===== config.mk =====
export PLATFORM = sky130hd
export DESIGN_NAME = input_capture_frequency_meter
export DESIGN_NICKNAME = d
export VERILOG_FILES = /design/src/icfm_pkg.sv /design/src/icfm_datapath.sv /design/src/icfm_ctrl.sv /design/src/input_capture_frequency_meter.sv
export SDC_FILE = /design/constraint.sdc
export NUM_CORES = 2
export LEC_CHECK = 0
export ABC_AREA = 1
export BUFFER_PORTS_ARGS = -buffer_cell sky130_fd_sc_hd__buf_2
export CORE_ASPECT_RATIO = 2
export CORE_MARGIN = 5
export CORE_UTILIZATION = 58
export DETAILED_ROUTE_END_ITERATION = 10
export PLACE_DENSITY = 0.79
export SYNTH_ARGS = -nofsm -noshare
export SYNTH_HDL_FRONTEND = slang
export SYNTH_SLANG_ARGS = --single-unit

===== constraint.sdc =====
create_clock -name clk -period 6.31 [get_ports clk]
set_input_delay 0.3155 -clock clk [delete_from_list [all_inputs] [get_ports clk]]
set_output_delay 0.3155 -clock clk [all_outputs]
set_load 0.03 [all_outputs]

===== src/icfm_pkg.sv =====
// ----------------------------------------------------------------------------
// icfm_pkg
// Shared widths, register codes and control types for the input capture
// frequency meter.
// ----------------------------------------------------------------------------
package icfm_pkg;

  localparam int CLOCK_W     = 28;
  localparam int PRESCALE_W  = 16;
  localparam int CAPTURE_W   = 32;
  localparam int FREQ_W      = 36;
  localparam int FRAC_W      = 8;
  localparam int DEN_W       = 48;
  localparam int DIV_STEPS   = FREQ_W;
  localparam int DIV_CNT_W   = $clog2(DIV_STEPS);
  localparam int CFG_INDEX_W = 1;
  localparam int CFG_DATA_W  = CLOCK_W;

  localparam logic [CLOCK_W-1:0]    TIMER_CLOCK_RESET = 28'd48000000;
  localparam logic [PRESCALE_W-1:0] PRESCALE_RESET    = 16'd1;

  typedef enum logic [CFG_INDEX_W-1:0] {
    REG_TIMER_CLOCK = 1'b0,
    REG_PRESCALE    = 1'b1
  } cfg_reg_t;

  typedef struct packed {
    logic store_first;
    logic store_period;
    logic load_div;
    logic div_step;
    logic load_out;
  } dp_cmd_t;

  typedef struct packed {
    logic div_last;
  } dp_status_t;

endpackage


===== src/icfm_datapath.sv =====
// ----------------------------------------------------------------------------
// icfm_datapath
// Configuration registers, capture storage, period subtractor, denominator
// multiplier, restoring divider and the output register.
// ----------------------------------------------------------------------------
module icfm_datapath (
  input  logic                                clk,
  input  logic                                rst,
  input  logic                                cfg_write,
  input  logic [icfm_pkg::CFG_INDEX_W-1:0]    cfg_index,
  input  logic [icfm_pkg::CFG_DATA_W-1:0]     cfg_data,
  input  logic [icfm_pkg::CAPTURE_W-1:0]      capture_value,
  input  icfm_pkg::dp_cmd_t                   cmd,
  output icfm_pkg::dp_status_t                status,
  output logic [icfm_pkg::CAPTURE_W-1:0]      period_ticks,
  output logic [icfm_pkg::FREQ_W-1:0]         frequency_q8,
  output logic                                zero_period_error
);
  import icfm_pkg::*;

  localparam logic [DIV_CNT_W-1:0] DIV_LAST_COUNT = DIV_CNT_W'(DIV_STEPS - 1);

  logic [CLOCK_W-1:0]    timer_clock_hz;
  logic [PRESCALE_W-1:0] prescale_divisor_minus_one;
  logic [CAPTURE_W-1:0]  first_timestamp;
  logic [CAPTURE_W-1:0]  period;
  logic [DEN_W-1:0]      den;
  logic [FREQ_W-1:0]     rem;
  logic [FREQ_W-1:0]     quo;
  logic [DIV_CNT_W-1:0]  div_count;

  logic [PRESCALE_W:0]             prescale_plus_one;
  logic [PRESCALE_W+CAPTURE_W:0]   product;
  logic [FREQ_W:0]                 trial;
  logic                            trial_ge;

  assign prescale_plus_one = {1'b0, prescale_divisor_minus_one} + (PRESCALE_W+1)'(1);
  assign product = {{(CAPTURE_W){1'b0}}, prescale_plus_one}
                 * {{(PRESCALE_W+1){1'b0}}, period};
  assign trial    = {rem, quo[FREQ_W-1]};
  assign trial_ge = {{(DEN_W-FREQ_W-1){1'b0}}, trial} >= den;

  assign status.div_last = (div_count == '0);

  always_ff @(posedge clk) begin
    if (rst) begin
      timer_clock_hz             <= TIMER_CLOCK_RESET;
      prescale_divisor_minus_one <= PRESCALE_RESET;
    end else if (cfg_write) begin
      unique case (cfg_reg_t'(cfg_index))
        REG_TIMER_CLOCK: timer_clock_hz <= cfg_data[CLOCK_W-1:0];
        REG_PRESCALE:    prescale_divisor_minus_one <= cfg_data[PRESCALE_W-1:0];
      endcase
    end
  end

  always_ff @(posedge clk) begin
    if (cmd.store_first) begin
      first_timestamp <= capture_value;
    end
    if (cmd.store_period) begin
      period <= capture_value - first_timestamp;
    end
    if (cmd.load_div) begin
      den       <= product[DEN_W-1:0];
      rem       <= '0;
      quo       <= {timer_clock_hz, {FRAC_W{1'b0}}};
      div_count <= DIV_LAST_COUNT;
    end else if (cmd.div_step) begin
      if (trial_ge) begin
        rem <= FREQ_W'(trial - den[FREQ_W:0]);
      end else begin
        rem <= trial[FREQ_W-1:0];
      end
      quo       <= {quo[FREQ_W-2:0], trial_ge};
      div_count <= div_count - DIV_CNT_W'(1);
    end
    if (cmd.load_out) begin
      period_ticks      <= period;
      frequency_q8      <= (den == '0) ? '0 : quo;
      zero_period_error <= (period == '0);
    end
  end

endmodule


===== src/icfm_ctrl.sv =====
// ----------------------------------------------------------------------------
// icfm_ctrl
// Sequencer for the frequency meter: capture pairing, multiply and divide
// sequencing, and the output handshake.
// ----------------------------------------------------------------------------
module icfm_ctrl (
  input  logic                 clk,
  input  logic                 rst,
  input  logic                 in_valid,
  output logic                 in_stall,
  output logic                 out_valid,
  input  logic                 out_stall,
  input  icfm_pkg::dp_status_t status,
  output icfm_pkg::dp_cmd_t    cmd
);
  import icfm_pkg::*;

  typedef enum logic [3:0] {
    S_IDLE = 4'b0001,
    S_MUL  = 4'b0010,
    S_DIV  = 4'b0100,
    S_DONE = 4'b1000
  } state_t;

  state_t state;
  state_t state_next;
  logic   armed;
  logic   armed_next;
  logic   out_valid_next;
  logic   accept;
  logic   out_free;

  assign in_stall = (state != S_IDLE);
  assign accept   = in_valid && !in_stall;
  assign out_free = !out_valid || !out_stall;

  always_comb begin
    state_next     = state;
    armed_next     = armed;
    out_valid_next = out_valid && out_stall;
    cmd            = '0;
    unique case (state)
      S_IDLE: begin
        if (accept) begin
          if (armed) begin
            cmd.store_period = 1'b1;
            armed_next       = 1'b0;
            state_next       = S_MUL;
          end else begin
            cmd.store_first = 1'b1;
            armed_next      = 1'b1;
          end
        end
      end
      S_MUL: begin
        cmd.load_div = 1'b1;
        state_next   = S_DIV;
      end
      S_DIV: begin
        cmd.div_step = 1'b1;
        if (status.div_last) begin
          state_next = S_DONE;
        end
      end
      S_DONE: begin
        if (out_free) begin
          cmd.load_out   = 1'b1;
          out_valid_next = 1'b1;
          state_next     = S_IDLE;
        end
      end
      default: begin
        state_next = S_IDLE;
      end
    endcase
  end

  always_ff @(posedge clk) begin
    if (rst) begin
      state     <= S_IDLE;
      armed     <= 1'b0;
      out_valid <= 1'b0;
    end else begin
      state     <= state_next;
      armed     <= armed_next;
      out_valid <= out_valid_next;
    end
  end

endmodule


===== src/input_capture_frequency_meter.sv =====
// ----------------------------------------------------------------------------
// input_capture_frequency_meter
// Reciprocal frequency meter that pairs input capture timestamps and reports
// the period in ticks and the frequency in unsigned Q.8 hertz.
// ----------------------------------------------------------------------------
//  Channel   Handshake            Payload
//  input     in_valid / in_stall  capture_value
//  output    out_valid/ out_stall period_ticks, frequency_q8, zero_period_error
//  config    cfg_write            cfg_index, cfg_data
//
// A first capture is stored and produces no transaction.
// A second capture is accepted, then the denominator multiply runs, then the
// 36 steps of the one-bit restoring divider, then the load of the output
// register, which waits while the output holds a stalled result.
// A finished result waits in the output register while the next capture is
// accepted. Reset is synchronous and restores the default register values.
// ----------------------------------------------------------------------------
module input_capture_frequency_meter (
  input  logic                            clk,
  input  logic                            rst,
  input  logic                            cfg_write,
  input  logic [icfm_pkg::CFG_INDEX_W-1:0] cfg_index,
  input  logic [icfm_pkg::CFG_DATA_W-1:0]  cfg_data,
  input  logic                            in_valid,
  output logic                            in_stall,
  input  logic [icfm_pkg::CAPTURE_W-1:0]   capture_value,
  output logic                            out_valid,
  input  logic                            out_stall,
  output logic [icfm_pkg::CAPTURE_W-1:0]   period_ticks,
  output logic [icfm_pkg::FREQ_W-1:0]      frequency_q8,
  output logic                            zero_period_error
);
  import icfm_pkg::*;

  dp_cmd_t    cmd;
  dp_status_t status;

  icfm_ctrl u_ctrl (
    .clk       (clk),
    .rst       (rst),
    .in_valid  (in_valid),
    .in_stall  (in_stall),
    .out_valid (out_valid),
    .out_stall (out_stall),
    .status    (status),
    .cmd       (cmd)
  );

  icfm_datapath u_datapath (
    .clk               (clk),
    .rst               (rst),
    .cfg_write         (cfg_write),
    .cfg_index         (cfg_index),
    .cfg_data          (cfg_data),
    .capture_value     (capture_value),
    .cmd               (cmd),
    .status            (status),
    .period_ticks      (period_ticks),
    .frequency_q8      (frequency_q8),
    .zero_period_error (zero_period_error)
  );

endmodule

; Word-level counts from Yosys, hierarchy flattened
; Index checks and enable logic that the tools add are counted.
[word_totals]
regBits = 309
in_bits = 66
out_inout_bits = 71
elab_cells = 63
[classes]
addsub = 4
n_mul = 1
n_lt_le_gt_ge = 1
reduce_logical = 14
n_bitwise = 1
eq_ne = 9
muxes = 18
[ops]
columns = operator, n
row1 = $mux W36, 3
row2 = $ge A37 B48 Y1, 1
row3 = $logic_not A48 Y1, 1
row4 = $mul A17 B32 Y48, 1
row5 = $sub A36 B36 Y36, 1
row6 = $logic_not A32 Y1, 1
row7 = $sub A32 B32 Y32, 1
row8 = $add A16 B1 Y17 const B, 1
row9 = $mux W4, 4
row10 = $pmux W4 S4, 1
row11 = $mux W1, 8
row12 = $logic_not A6 Y1, 1
row13 = $ne A2 B1 Y1 const B, 3
row14 = $reduce_and A2 Y1, 3
row15 = $sub A6 B1 Y6 const B, 1
row16 = $eq A4 B1 Y1 const B, 1
row17 = $eq A4 B2 Y1 const B, 1
row18 = $eq A4 B3 Y1 const B, 1
row19 = $eq A4 B4 Y1 const B, 1
row20 = $mux W2, 2
row21 = $ne A4 B1 Y1 const B, 1
row22 = $reduce_and A4 Y1, 1
row23 = $logic_not A1 Y1, 3
row24 = $logic_and A1 B1 Y1, 2
row25 = 4 further kinds, 4

; Logic depth before layout (Yosys ltp)
[depth]
depth_word = 5
ltp_mapped = 34
ltp_nobuf = 33

; Modules after synthesis
; Synthesis repeated with hierarchy kept, for this count alone.
[hier_totals]
cells_unflattened = 4198
area_unflattened_um2 = 33679.8
[modules_own_cells]
columns = module, n_inst, area_per_inst_um2, seq_area_each_um2, cells_per_inst
row1 = icfm_datapath, 1, 33343.2, 8157.8, 4151
row2 = icfm_ctrl, 1, 336.6, 120.1, 47

; Worst setup path after synthesis
; No wires, ideal clock.
[synth_timing]
path_type = flip-flop to flip-flop
start = register u_datapath.prescale_divisor_minus_one[0]
end = register u_datapath.den[46] (data pin)
synth_period_minus_slack_ns = 6.574
required_time_ns = 6.045
path_buffers = 1
setup_time_ns = 0.265
slack_ns = -0.264
stages_incl_launch_ff = 30
t_arrival_ns = 6.309
cell_sequence = dfxtp_1 -> ha_1 -> nand2_1 -> nor2_4 -> nand2_1 -> nor2_2 -> nand4_1 -> o21ai_0 -> nand2_1 -> inv_2 -> buf_4 -> nand2_1 -> fa_1 -> inv_1 -> fa_1 -> fa_1 -> fa_1 -> fa_1 -> inv_1 -> fa_1 -> inv_1 -> ha_1 -> a21oi_1 -> o21ai_0 -> nand2_1 -> nand2_1 -> o21bai_1 -> a21oi_1 -> o21ai_0 -> xor2_1
[synth_between]
elab_chain_len = 2
[synth_rtl]
columns = element, line_no
row1 = "start, declared", icfm_datapath.sv:24  ; logic [PRESCALE_W-1:0] prescale_divisor_minus_one;
row2 = "start signal, assigned", icfm_datapath.sv:52  ; REG_PRESCALE: prescale_divisor_minus_one <= cfg_data[PRESCALE_W-1:0];
row3 = $add A16 B1 Y17, icfm_datapath.sv:37  ; assign prescale_plus_one = {1'b0, prescale_divisor_minus_one} + (PRESCALE_W+1)'(1);
row4 = $mul A17 B32 Y48, icfm_datapath.sv:39  ; * {{(PRESCALE_W+1){1'b0}}, period};
row5 = named net u_datapath.product[46], icfm_datapath.sv:33  ; logic [PRESCALE_W+CAPTURE_W:0] product;
row6 = "end signal, assigned", icfm_datapath.sv:65  ; den <= product[DEN_W-1:0];
row7 = "end, declared", icfm_datapath.sv:27  ; logic [DEN_W-1:0] den;
; The timed path passes the listed nets, and every way through them passes these cells.
; A chain may end at the register's enable or synchronous reset.

; Final worst setup path
[layout_timing]
start = register u_datapath.prescale_divisor_minus_one[0]
end = register u_datapath.den[43] (data pin)
; Same word-level chain as after synthesis.

==> reports/results.tsv <==
stage	metric	value	unit
status	status	finished, violations left	
status	violations_in_the_final_reports	setup timing	
timing	clock_skew	0.04440	ns
floorplan	top_level_ports	137	
power_and_ir_drop	ir_drop	0.6275	mV
floorplan	floorplan_core_area	0.05694	mm^2
global_route	first_global_vias	32860	
synthesis	synth_flop_cell	edfxtp_1	
synthesis	synth_sequential_area_ratio	24.97	%
routing	route.vias.total	30060	
synthesis	ys_seq_elements	309	
clock_network	clock_tree.buffer_depth	3	
clock_network	htree_num_levels	1	
setup_path	reg2reg_from	u_datapath.prescale_divisor_minus_one[0]	
timing	setup_tns	-6.435	ns
clock_network	tritoncts	yes	
floorplan	num_rows	124	
global_route	total_grt_overflow	0	
setup_path	critical_path.most_common_cell	fa_1	
floorplan	initial_utilization	58.21	%
clock_network	cts_root_buffer	clkbuf_16	
routing	wl_per_cell	20.41	um
timing	period_minus_slack	6.727	ns
flow_run	drv.max_cap_violation_count	0	
setup_path	cp_max_fo	7	
synthesis	synth.net_count	4785	
clock_network	sinks_on_clock_net	309	
power_and_ir_drop	power-per-cell-area	463.3	mW/mm^2
timing	final_max_slew_viols	0	
cells_and_area	instances_no_fill	5364	
cells_and_area	area_growth_syn_to_layout	24.72	%
global_route	maximum_number_of_pins_on_one_net_before_global_route_repair	87	
placed_design	place_inst	5169	
placed_design	number_of_buffer_cells_added_on_primary_ports	136	
synthesis	synth_cells	4079	
cells_and_area	count_of_fill_cells_added_during_filler_insertion	4108	
setup_path	critical_path_data_arrival_time	7.06	ns
setup_path	crit_buf_inv	12	
global_route	grt_pass1_wl	165600	um
routing	ant_nets	0	
floorplan	die_ht	348.1	um
setup_path	critical_path_launch_point_type	flop	
timing	worst-slew-pin-transition	1.192	ns
cells_and_area	fraction_of_layout_cells_with_a_size_suffix_above_1	21.56	%
timing	max_freq	0.1486	GHz
synthesis	async_flop_share	0	%
placed_design	detailed_placer_s_ending_hpwl	83390	um
timing	finalHoldViolCount	0	
routing	drt-initial-drc-count	2072	
timing	rsz0062_at_grt	yes	
worst_hold_path	path_type_of_the_worst_min_delay_path	in -> reg	
synthesis	synth_area	0.03315	mm^2
timing	max_slew_margin	20.42	%
routing	routed_wirelength	109500	um
setup_path	startpoint	u_datapath.prescale_divisor_minus_one[0]	
setup_path	timing.critical_path.slowest_cell_delay	0.55	ns
global_route	grt_usage	34.56	%
synthesis	count_of_yosys_warnings_during_synthesis	0	
setup_path	crit_path_end_kind	flop	
synthesis	synth_cell_type_count	53	
setup_path	timing.setup.critical_path_class	reg -> reg	
timing	finalSetupViolations	28	
floorplan	die_width	179.0	um
setup_path	critPathSlowestCell	fa_1	
timing	layout_setup_ws	-0.4174	ns
setup_path	critPathTopFamily	adder cells	
power_and_ir_drop	total_leakage_power	20.41	nW
worst_hold_path	hp-start	out_stall	
routing	drt_first_pass_iters	6	
setup_path	worstPathRequired	6.65	ns
clock_network	cts_buffers	30	
synthesis	avgSynthCellArea	8.126	um^2
routing	drc_violations_left	0	
clock_network	clk_pin_slew	0.07	ns
global_route	grt_antenna_before_repair	2	
floorplan	design.die.area	0.06232	mm^2
synthesis	synth_edf_count	209	
routing	vias_per_cell	5.603	
cells_and_area	finish.net_count	5288	
placed_design	gpl.final_weighted_congestion	1.009	
timing	timing.final.crit_share	106.6	%
clock_network	insertion_delay	0.63	ns
## Yosys cell counts, types with 8 or more instances
| cell type | number | area, um^2 |
|---|---|---|
| xnor2_1 | 37 | 324.1 |
| nor3_1 | 23 | 115.1 |
| o21ai_0 | 130 | 650.6 |
| a31oi_1 | 26 | 162.7 |
| o211ai_1 | 9 | 67.56 |
| ha_1 | 190 | 2377 |
| inv_1 | 932 | 3498 |
| fa_1 | 450 | 9009 |
| nor2_1 | 437 | 1640 |
| nand3_1 | 115 | 575.6 |
| dfxtp_1 | 100 | 2002 |
| or2_2 | 8 | 50.05 |
| nor4_1 | 26 | 162.7 |
| o21bai_1 | 18 | 135.1 |
| clkbuf_1 | 94 | 352.8 |
| edfxtp_1 | 209 | 6276 |
| buf_2 | 18 | 90.09 |
| nand4_1 | 25 | 156.4 |
| a21o_1 | 22 | 165.2 |
| nand2_1 | 931 | 3495 |
| xor2_1 | 57 | 499.2 |
| a21oi_1 | 130 | 650.6 |
## final cells by class
class	instances	area (um^2)	area share (%)
Inverter	946	3590	8.683
Antenna cell	2	5.005	0.01211
Tap cell	756	945.9	2.288
Clock inverter	18	220.2	0.5327
Timing Repair Buffer	597	4900	11.85
Clock buffer	38	844.6	2.043
Sequential cell	309	8289	20.05
Multi-Input combinational cell	2698	22550	54.54
## power breakdown
part	total [mW]	internal [mW]	switching (mW)	leakage, nW
Sequential	2.65	2.57	0.0812	2.73
Combinational	14.6	6.43	8.13	17.2
Clock	1.95	1.09	0.860	0.516
## layout by cell type, fill, tap and decap left out, types with 95 or more instances in the layout
cell / synthesis / routed
o21ai_0: 130 / 103
nand3_1: 115 / 109
fa_1: 450 / 416
edfxtp_1: 209 / 209
buf_4: 6 / 327
inv_1: 932 / 869
ha_1: 190 / 165
a21oi_1: 130 / 103
nand2_1: 931 / 861
buf_2: 18 / 136
dfxtp_1: 100 / 95
nor2_1: 437 / 357
## layer usage
metal,routed length [um],GRT usage (%),up-vias
li1,-,-,13390
met1,32130,31.15,14420
met2,55900,62.30,1523
met3,7038,5.418,731
met4,14430,34.47,0
met5,0,0,-
## state kept, by name (all words and copies together) (netlist names), 6 cells and up
name,cells
u_datapath.den,48
u_datapath.div_count,6
u_datapath.first_timestamp,32
u_datapath.frequency_q8,36
u_datapath.period,32
u_datapath.period_ticks,32
u_datapath.prescale_divisor_minus_one,16
u_datapath.quo,36
u_datapath.rem,36
u_datapath.timer_clock_hz,28
## through the flow
step	utilization [%]	instance area, um^2	setup slack, ns	hold WS (ns)	power [mW]
floorplan	-	33220	0.001308	0.3846	8.116
global placement	64.99	37010	-0.6232	0.4394	12.13
detailed placement	64.99	37010	-0.5964	0.4435	12.31
CTS	70.50	40140	-0.1998	0.01910	16.35
global route	72.61	41340	-0.7714	0.06738	20.15
finish	72.61	41340	-0.4174	0.04320	19.16
## cells by family after synthesis
| group | share of synthesized area (%) |
|---|---|
| xor+xnor | 2.484 |
| flops | 24.97 |
| buf+inv | 12.37 |
| fa+ha+maj | 34.35 |
| simple gates | 19.58 |
| compound gates | 6.243 |
## final timing paths
kind | endpoint | slack [ns] | depth (start not counted)
setup / recovery | u_datapath.den[43] | -0.42 | 33
hold / removal | u_ctrl.out_valid | 0.04 | 3
setup reg to reg | u_datapath.den[43] | -0.42 | 33
hold reg to reg | u_datapath.timer_clock_hz[25] | 0.46 | 2
## worst min-delay path, cell delays in order
cell and delay (ns):
buf_2 0.12, nand2_1 0.11, a21oi_1 0.07
## timing repair
item | in CTS | in global routing
gates cloned | 3 | 2
endpoints found under the setup margin | 36 | 36
pin swaps | 79 | 92
hold buffers | 61 | 0
hold endpoints to repair | 67 | 0
resized for setup | 282 | 262
setup buffers | 44 | 29
(Power assumes the default switching activity.)
